`config.mk`:
```
export PLATFORM = sky130hd
export DESIGN_NAME = gbp_tally
export DESIGN_NICKNAME = d
export VERILOG_FILES = /design/src/sv/gbp_pkg.sv /design/src/sv/gbp_tally.sv
export SDC_FILE = /design/constraint.sdc
export NUM_CORES = 1
export LEC_CHECK = 0
export ABC_AREA = 1
export BUFFER_PORTS_ARGS = -buffer_cell sky130_fd_sc_hd__buf_2
export CORE_MARGIN = 3
export CORE_UTILIZATION = 55
export DETAILED_ROUTE_END_ITERATION = 10
export GPL_TIMING_DRIVEN = 0
export PLACE_DENSITY = 0.75
export RECOVER_POWER = 100
export SETUP_SLACK_MARGIN = 0.02
export SLEW_MARGIN = 40
export SYNTH_ARGS = -nofsm -noshare
export SYNTH_HDL_FRONTEND = slang
export SYNTH_SLANG_ARGS = --single-unit
```
`constraint.sdc`:
```
create_clock -name clk_i -period 2.2 [get_ports clk_i]
set_input_delay 0.33 -clock clk_i [delete_from_list [all_inputs] [get_ports clk_i]]
set_output_delay 0.33 -clock clk_i [all_outputs]
set_load 0.1 [all_outputs]
```
`src/sv/gbp_pkg.sv`:
```
// ----------------------------------------------------------------------------
// gbp_pkg
// Shared constants, types and helpers of the gshare branch predictor.
// ----------------------------------------------------------------------------
package gbp_pkg;

  // Table geometry
  localparam int unsigned INDEX_BITS = 12;
  localparam int unsigned IDX_W      = INDEX_BITS;
  localparam int unsigned ADDR_W     = 32;
  localparam int unsigned TALLY_W    = 32;

  // 2-bit saturating counter
  localparam int unsigned CTR_W = 2;
  typedef logic [CTR_W-1:0] ctr_t;
  localparam ctr_t CTR_MAX       = ctr_t'(3);
  localparam ctr_t CTR_MIN       = ctr_t'(0);
  localparam ctr_t CTR_TAKEN_MIN = ctr_t'(2);
  localparam ctr_t CTR_RESET     = ctr_t'(2);

  // Request kinds and prediction policies
  localparam logic MODE_QUERY    = 1'b0;
  localparam logic MODE_UPDATE   = 1'b1;
  localparam logic POLICY_ALWAYS = 1'b0;
  localparam logic POLICY_GSHARE = 1'b1;
  localparam logic POLICY_RESET  = POLICY_GSHARE;

  typedef logic [IDX_W-1:0]   idx_t;
  typedef logic [TALLY_W-1:0] tally_t;

  // Tally control from the pipeline
  typedef struct packed {
    logic upd;   // an update retires this cycle
    logic miss;  // its given prediction was wrong
  } tally_req_t;

  // Train a counter toward the outcome, saturating at both ends
  function automatic ctr_t ctr_next(input ctr_t c, input logic taken);
    ctr_t r;
    r = c;
    if (taken) begin
      if (c != CTR_MAX) r = c + ctr_t'(1);
    end else begin
      if (c != CTR_MIN) r = c - ctr_t'(1);
    end
    return r;
  endfunction

endpackage

```
`src/sv/gbp_tally.sv`:
```
// ----------------------------------------------------------------------------
// gbp_tally
// Saturating branch and mispredict counts, with look-ahead values.
// ----------------------------------------------------------------------------
module gbp_tally (
  input  logic                clk_i,
  input  logic                rst_ni,
  input  gbp_pkg::tally_req_t req_i,
  output gbp_pkg::tally_t     branch_nxt_o,
  output gbp_pkg::tally_t     miss_nxt_o
);
  import gbp_pkg::*;

  tally_t branch_q, branch_d;
  tally_t miss_q, miss_d;

  // Saturating increments
  always_comb begin
    branch_d = branch_q;
    miss_d   = miss_q;
    if (req_i.upd && (branch_q != '1)) branch_d = branch_q + tally_t'(1);
    if (req_i.upd && req_i.miss && (miss_q != '1)) miss_d = miss_q + tally_t'(1);
  end

  always_ff @(posedge clk_i or negedge rst_ni) begin
    if (!rst_ni) begin
      branch_q <= '0;
      miss_q   <= '0;
    end else begin
      branch_q <= branch_d;
      miss_q   <= miss_d;
    end
  end

  assign branch_nxt_o = branch_d;
  assign miss_nxt_o   = miss_d;

endmodule

```
==> summary.md, run 1 <==
| Metric | Value |
|---|---|
| Status | `did not finish` |
| Failed at | `clock tree synthesis` |
| Err | `[ERROR DPL-0038] Utilization greater than 100%, impossible to legalize` |
| Main combinational cell family by area after synthesis | `simple AND/OR/NAND/NOR gates` |
| Post-synthesis mux area share | `0%` |
| Synth Area in Simple Gates | `50.2%` |
| FF+latch count, synth | `64` |
| CTS resizes | `417` |
| Synthesized cell area | `4250 µm²` |
| Post-CTS setup buffer count | `83` |
| DP Wirelength | `9070 µm` |
| Compound-cell area share of the yosys netlist | `0.795%` |
| I/O pins | `68` |
| Synth Instances | `676` |
| Synth top area cells | `dfrtp_1, nand2_1, nor2_1` |
| Port bufs | `67` |
| Synth area leader | `dfrtp_1` |
| Initial core utilization | `57.6%` |
| Adder-cell share of the synthesized area | `0.589%` |
| CTS max path bufs | `2` |
| Clock buffers created by TritonCTS | `9` |
| Number of H-tree levels | `3` |
| Pre-CTS setup slack | `-0.591 ns` |
| Die Height | `93.9 µm` |
| TritonCTS sink count | `64` |
| Root Buffer | `clkbuf_8` |
| XOR/XNOR Fraction of Synth Area | `4.54%` |
| Register area share after synthesis | `37.7%` |
| Row count | `31` |
| Placer congestion estimate | `0.891` |
| Number of unique standard cell types used by synthesis | `24` |
| Hold_buf cts | `1` |
| Die extent in x | `93.9 µm` |
| Synth top area share | `37.7%` |
| Yosys warns | `0` |
| Avg Inst Size Synth | `6.28 µm²` |
| Post-synth net total | `682` |
## through the flow
step	cells	cell area (µm²)	hold WS (ns)	setup TNS, ns
3_5_place_dp	843	5070	0.299	-26.43
3_3_place_gp	842	5050	0.518	-23.47
2_1_floorplan	676	4590	0.0344	0
## cells by family after synthesis
family | count (synthesis)
buffers and inverters | 64
adders and majority gates | 2
xor gates and xnor gates | 22
AOI/OAI and AO/OA | 6
DFF | 64
and+or+nand+nor | 518
## cells in the mapped netlist, drive strengths merged
master / n
o21ai: 4
nand2: 348
nand3b: 11
nand4: 12
nor2: 112
ha: 2
xnor2: 9
xor2: 13
clkbuf: 1
buf: 8
inv: 55
a21oi: 2
nand3: 32
dfrtp: 64
and2: 3
==> run 2: changes to the inputs <==
- CORE_UTILIZATION: 55 -> 40
- PLACE_DENSITY: 0.75 -> default
- PLACE_DENSITY_LB_ADDON: default -> 0.15
- SETUP_SLACK_MARGIN: 0.02 -> default
==> summary.md, run 2 <==
| Metric | Value |
|---|---|
| Status | `complete, but fails checks` |
| Failing checks | `negative setup slack` |
| Final Cycle Share | `115%` |
| Total Routed Length | `18,000 µm` |
| Avg Inst Size Synth | `6.28 µm² (unchanged)` |
| Yosys warns | `0 (unchanged)` |
| Top cells by count, synth | `nand2_1, nor2_1, dfrtp_1, inv_1, nand3_1` |
| FF+latch count, synth | `64 (unchanged)` |
| Most frequent cells in the layout | `nand2_1, buf_4, nand2_4` |
| Antenna-violating nets left | `0` |
| Max IR drop VDD | `1.02 mV` |
| Setup TNS | `-16.95 ns` |
| GRT Total Usage | `27.3%` |
| ANT cells | `0` |
| Worst hold path class | `in -> reg` |
| Post-synth net total | `682 (unchanged)` |
| Post-synthesis mux area share | `0% (unchanged)` |
| Max frequency | `395 MHz` |
| TritonCTS sink count | `64 (unchanged)` |
| Hold Fails Final Rpt | `0` |
| CORE AREA | `10,000 µm²` |
| Most common cell in the synthesized netlist | `nand2_1` |
| Commonest non-fill, non-tap cell in the layout | `nand2_1` |
| Largest registers | `branch_q: 32 flops, miss_q: 32 flops` |
| Vias in the first global route | `5,260` |
| Share of layout cells above drive strength 1 | `49.2%` |
| Number of unique standard cell types used by synthesis | `24 (unchanged)` |
| Via count | `5,498` |
| Synth Area in Simple Gates | `50.2% (unchanged)` |
| Root Buffer | `clkbuf_8` |
| Pins Over Slew Limit | `0` |
| Ys flop type | `dfrtp_1` |
| Final setup viols | `64` |
| Placer congestion estimate | `0.938 (+5.3%)` |
| Clk Latency, worst-skew pair | `0.37 ns` |
| Final min period | `2.53 ns` |
| Die Height | `109 µm (+16%)` |
| Port bufs | `67 (unchanged)` |
| DP Wirelength | `9250 µm (+1.9%)` |
| Die area | `11,900 µm²` |
| Pwr Density | `517 nW/µm²` |
| Reg-to-reg slack, setup | `0.22 ns` |
| XOR/XNOR Fraction of Synth Area | `4.54% (unchanged)` |
| First-pass GRT wire length | `25,000 µm` |
| Crit end category | `primary output` |
| Crit path max fanout | `5` |
| Adder-cell share of the synthesized area | `0.589% (unchanged)` |
| Final setup margin | `-0.331 ns` |
| Fin nets | `888` |
| Worst Tran Pin Value | `1.05 ns` |
| Arrival time worst endpoint | `2.20 ns` |
| Largest net degree at the start of global routing | `27` |
| Ys async rst share | `100% (unchanged)` |
| Initial core utilization | `42.3% (-15 points)` |
| Finished Layout Cells | `1,019` |
| Max_cap viols | `0` |
| Synth area leader | `dfrtp_1` |
| WL per Instance | `17.6 µm` |
| Kind of critical path | `reg -> out` |
| Critical Path Start Type | `flop` |
| Synthesized cell area | `4250 µm² (unchanged)` |
| TritonRoute pass-1 iters | `5` |
| Drc violations | `0` |
| Area grow syn2layout | `94.2%` |
| Row count | `36 (+16%)` |
| RSZ-0062 raised after global routing | `yes` |
| Die extent in x | `109 µm (+16%)` |
| Relative slew margins | `30.1%` |
| Clock buffers created by TritonCTS | `9 (unchanged)` |
| Compound-cell area share of the yosys netlist | `0.795% (unchanged)` |
| Antenna violations before repair | `0` |
| Critical path required time | `1.87 ns` |
| Main combinational cell family by area after synthesis | `simple AND/OR/NAND/NOR gates` |
| Number of synthesized flops with an enable pin | `0 (unchanged)` |
| Static leakage | `3.82 nW` |
| CTS max path bufs | `2 (unchanged)` |
| Synth top area cells | `dfrtp_1, nand2_1, nor2_1` |
| Number of H-tree levels | `3 (unchanged)` |
| Synth top area share | `37.7% (unchanged)` |
| Pre-CTS setup slack | `-0.508 ns (+0.0831 ns)` |
| 1st-iter DRT viols | `433` |
| GR Overflow Total | `0` |
| Dpl cells | `878 (+4.2%)` |
| Clock skew | `0.0105 ns` |
| I/O pins | `68 (unchanged)` |
| Clock Pin Slew Worst Setup and Hold Paths | `0.07 ns` |
| Synth Instances | `676 (unchanged)` |
| Avg Vias per Cell | `5.40` |
| CTS tree | `done` |
| Register area share after synthesis | `37.7% (unchanged)` |
==> run 2: cell counts after synthesis <==
Identical to the previous run, type by type.
==> run 2: area by class of cell <==
cell class                 count  area, µm²
buffer                         8        129
clock buffer                  12        145
clock inverter                 3       42.5
fill                         575       1800
inverter                      55        216
multi-input combinational    548       3500
sequential                    64       1620
tap                          133        166
timing repair buffer         196       2420
==> run 2: layer usage <==
layer  share of wire (%)  wire length, µm  track usage (%)
met1                  35             6370             28.5
met2                  52             9390             49.6
met3                 5.6             1010             6.87
met4                 6.8             1220             15.4
met5                   0                0                0
==> run 2: metrics by stage <==
stage	cell area [µm²]	hold slack (ns)	total power [mW]	utilization, %
final	8250	0.543	4.26	82.1
after global routing	8250	0.559	4.41	82.1
after CTS	7480	0.370	4.01	74.5
after detailed placement	5110	0.228	2.36	50.9
after global placement	5060	0.530	2.34	50.4
after floorplan	4560	0.0344	2.19	-
==> run 2: power by group <==
part           total (mW)  switching [mW]  internal, mW
registers            1.37           0.113          1.25
clock network        1.05           0.507         0.547
logic                1.84            1.09         0.752
total                4.26            1.71          2.55
==> run 2: kinds of logic (layout without fill, tap and decap cells) <==
group | after synthesis | after routing
AND/OR/NAND/NOR | 518 | 518
AO/OA/AOI/OAI | 6 | 6
adder cells (fa/ha/maj) | 2 | 2
flip-flops | 64 | 64
XOR/XNOR | 22 | 22
buffers and inverters | 64 | 274
==> run 2: worst paths after layout <==
kind	cells past startpoint	to	startpoint
min	5	miss_q[24]	req_i[0]
max reg2reg	12	branch_q[7]	branch_q[7]
min in group asynchronous	2	branch_q[22]	rst_ni
max in group asynchronous	4	miss_q[28]	rst_ni
min reg2reg	2	miss_q[22]	miss_q[22]
max	10	branch_nxt_o[14]	branch_q[7]
==> run 2: worst max-delay path: stages (launching register included) <==
cell and delay [ns]:
dfrtp_1 0.46, nand2_1 0.17, nor2_4 0.17, nand2_2 0.10, nor2_4 0.14, nand2_4 0.12, nand2_8 0.15, clkbuf_16 0.18
nand2_2 0.05, nand2_2 0.10, buf_12 0.18
==> run 2: timing repair <==
item,4_1_cts,5_1_grt
gates resized for setup,425,124
gates cloned,5,3
setup endpoints to repair,64,64
setup buffers,72,48
hold buffers,1,0
hold endpoints to repair,18,0
pin swaps,54,48
Note: power is estimated with default switching activity, not from simulation.
==> run 3: changes to the inputs <==
- PLACE_DENSITY_LB_ADDON: 0.15 -> default
==> summary.md, run 3 (same netlist as run 2, synthesis figures left out) <==
| Metric | Value |
|---|---|
| Status | `complete, but fails checks` |
| Failing checks | `negative setup slack` |
| Power, Total | `4.15 mW (-2.7%)` |
| Critical path cell sequence | `nand2_1 > nor2_4 > nand2_4 > nor2_8 > nand3b_4 > nand2_8 > buf_12 > buf_12 > nand2_4 > nand2_4 > buf_12` |
| Hold Fails Final Rpt | `0 (unchanged)` |
| Post-DP Area | `5090 µm² (-0.54%)` |
| First-pass GRT wire length | `25,300 µm (+1.2%)` |
| Clock Pin Slew Worst Setup and Hold Paths | `0.07 ns (about the same)` |
| Max frequency | `395 MHz (about the same)` |
| Final setup margin | `-0.330 ns (+0.00107 ns)` |
| Worst Tran Pin Value | `1.35 ns (+0.301 ns)` |
| Largest registers | `branch_q: 32 flops, miss_q: 32 flops` |
| Hold WS | `0.514 ns (-0.0290 ns)` |
| Worst hold path class | `in -> reg` |
| Crit end category | `primary output` |
| Clock buffers created by TritonCTS | `9 (unchanged)` |
| Worst path max stage delay | `0.41 ns (-0.05 ns)` |
| CTS tree | `done` |
| Final setup viols | `64 (unchanged)` |
| TritonRoute pass-1 iters | `5 (unchanged)` |
| Number of H-tree levels | `3 (unchanged)` |
| Share of layout cells above drive strength 1 | `47.8% (-1.4 points)` |
| Max_cap viols | `0 (unchanged)` |
| Crit path max fanout | `5 (unchanged)` |
| CP bufs+invs | `3 (+1)` |
| Storage cell area | `1620 µm² (-0.54%)` |
| Root Buffer | `clkbuf_8` |
| WL per Instance | `16.5 µm (-6.8%)` |
| Clk Latency, worst-skew pair | `0.37 ns (about the same)` |
| Clock skew | `0.0106 ns (+0.0000572 ns)` |
| Fill count | `602 (+4.7%)` |
| DP Wirelength | `9470 µm (+2.3%)` |
| Most frequent cells in the layout | `nand2_1, buf_4, nand2_4` |
| CP top delay family | `simple AND/OR/NAND/NOR gates` |
| Fin nets | `874 (-1.6%)` |
| RSZ-0062 raised after global routing | `yes` |
| Commonest non-fill, non-tap cell in the layout | `nand2_1` |
| Avg Vias per Cell | `5.16 (-4.3%)` |
| Die extent in x | `109 µm (unchanged)` |
| CTS max path bufs | `2 (unchanged)` |
| Critical Path Start Type | `flop` |
| CORE AREA | `10,000 µm² (unchanged)` |
| 1st-iter DRT viols | `361 (-17%)` |
| Arrival time worst endpoint | `2.20 ns (about the same)` |
| Critical path required time | `1.87 ns (about the same)` |
| Final core occ | `81.0% (-1.1 points)` |
| Vias in the first global route | `5,122 (-2.6%)` |
| Max IR drop VDD | `0.991 mV (-2.4%)` |
| Kind of critical path | `reg -> out` |
| Die Height | `109 µm (unchanged)` |
| GRT Total Usage | `27.6% (+0.27 points)` |
| Die area | `11,900 µm² (unchanged)` |
| Hold worst-path end | `miss_q[24]` |
| Pre-CTS setup slack | `-0.522 ns (-0.0142 ns)` |
| ANT cells | `0 (unchanged)` |
| Static leakage | `3.80 nW (-0.29%)` |
| Hold path cells | `5 (unchanged)` |
| TritonCTS sink count | `64 (unchanged)` |
| Initial core utilization | `42.3% (unchanged)` |
| Cell area after layout | `8140 µm² (-1.4%)` |
| Total Routed Length | `16,600 µm (-8.0%)` |
| Critical path's slowest cell | `dfrtp_1` |
| Crit Reg-Reg Endpoint | `branch_q[30]` |
| Pwr Density | `510 nW/µm² (-1.4%)` |
| Final min period | `2.53 ns (-0.00107 ns)` |
| Drc violations | `0 (unchanged)` |
| RR Startpoint | `branch_q[1]` |
| Row count | `36 (unchanged)` |
| Relative slew margins | `10.0% (-20 points)` |
| Pins Over Slew Limit | `0 (unchanged)` |
| Port bufs | `67 (unchanged)` |
| Via count | `5,192 (-5.6%)` |
| Area of the multi-input gates | `3510 µm² (+0.21%)` |
| Register-to-Register Path Depth | `14 (+2)` |
| I/O pins | `68 (unchanged)` |
| Placer congestion estimate | `0.951 (+1.3%)` |
| Antenna violations before repair | `0 (unchanged)` |
| Final Cycle Share | `115% (about the same)` |
| Antenna-violating nets left | `0 (unchanged)` |
| Reg-to-reg slack, setup | `0.21 ns (about the same)` |
| Area grow syn2layout | `91.5%` |
| Largest net degree at the start of global routing | `44 (+63%)` |
| GR Overflow Total | `0 (unchanged)` |
| Min-Delay Startpoint | `req_i[0]` |
-- run 3: cell count changes in the layout (fill, tap and decap cells not counted), sizes merged --
| cell | change |
|---|---|
| buf | -12 |
| clkbuf | -3 |
| clkinvlp | +1 |
| nand2 | +1 |
-- run 3: how the worst max path moves through the flow --
stage	endpoint	slack, ns	startpoint	depth (start not counted)
after global placement	miss_nxt_o[16]	-0.52	miss_q[0]	10
after CTS	miss_nxt_o[12]	-0.28	miss_q[1]	12
after global routing	miss_nxt_o[12]	-0.45	miss_q[2]	11
final	miss_nxt_o[12]	-0.33	miss_q[2]	11
after detailed placement	miss_nxt_o[16]	-0.52	miss_q[0]	10
after floorplan	branch_nxt_o[2]	-0.25	branch_q[0]	9
-- run 3: repair_timing --
action,in CTS,in global routing
endpoints found under the setup margin,64,64
pin swaps,45,55
endpoints found under the hold margin,21,0
hold buffers,1,0
buffers inserted,73,37
cloned,6,2
gates resized for setup,399,140
-- run 3: where the power goes --
group	internal, mW	switching (mW)	total (mW)
combinational	0.667	1.06	1.73
sequential	1.25	0.0959	1.35
clock	0.557	0.512	1.07
total	2.47	1.67	4.15
-- run 3: final cells by class --
type                    instances  share of cell area, %
clock buffers                  12                   1.78
multi-input cells             549                   43.1
flip-flops and latches         64                   19.9
inverters                      55                   2.63
repair buffers                182                   28.6
plain buffers                   7                   1.32
well taps                     133                   2.05
clock inverters                 4                  0.661
-- run 3: per-stage QoR --
stage          instances  setup TNS (ns)
2_1_floorplan        676           -1.18
3_3_place_gp         876          -25.76
3_5_place_dp         877          -26.79
4_1_cts              973          -14.93
5_1_grt             1006          -26.69
6_report            1006          -16.88
-- run 3: tightest hold or removal path, delay by kind of cell --
family	cells	cell delay (ns)
simple gates	4	0.40
buf+inv	1	0.10
-- run 3: layer usage --
layer | routed length (µm) | track usage [%] | up-vias
li1 | - | - | 2461
met1 | 6150 | 30.0 | 2483
met2 | 8920 | 50.2 | 191
met3 | 783 | 4.80 | 57
met4 | 697 | 15.4 | 0
met5 | 0 | 0 | -
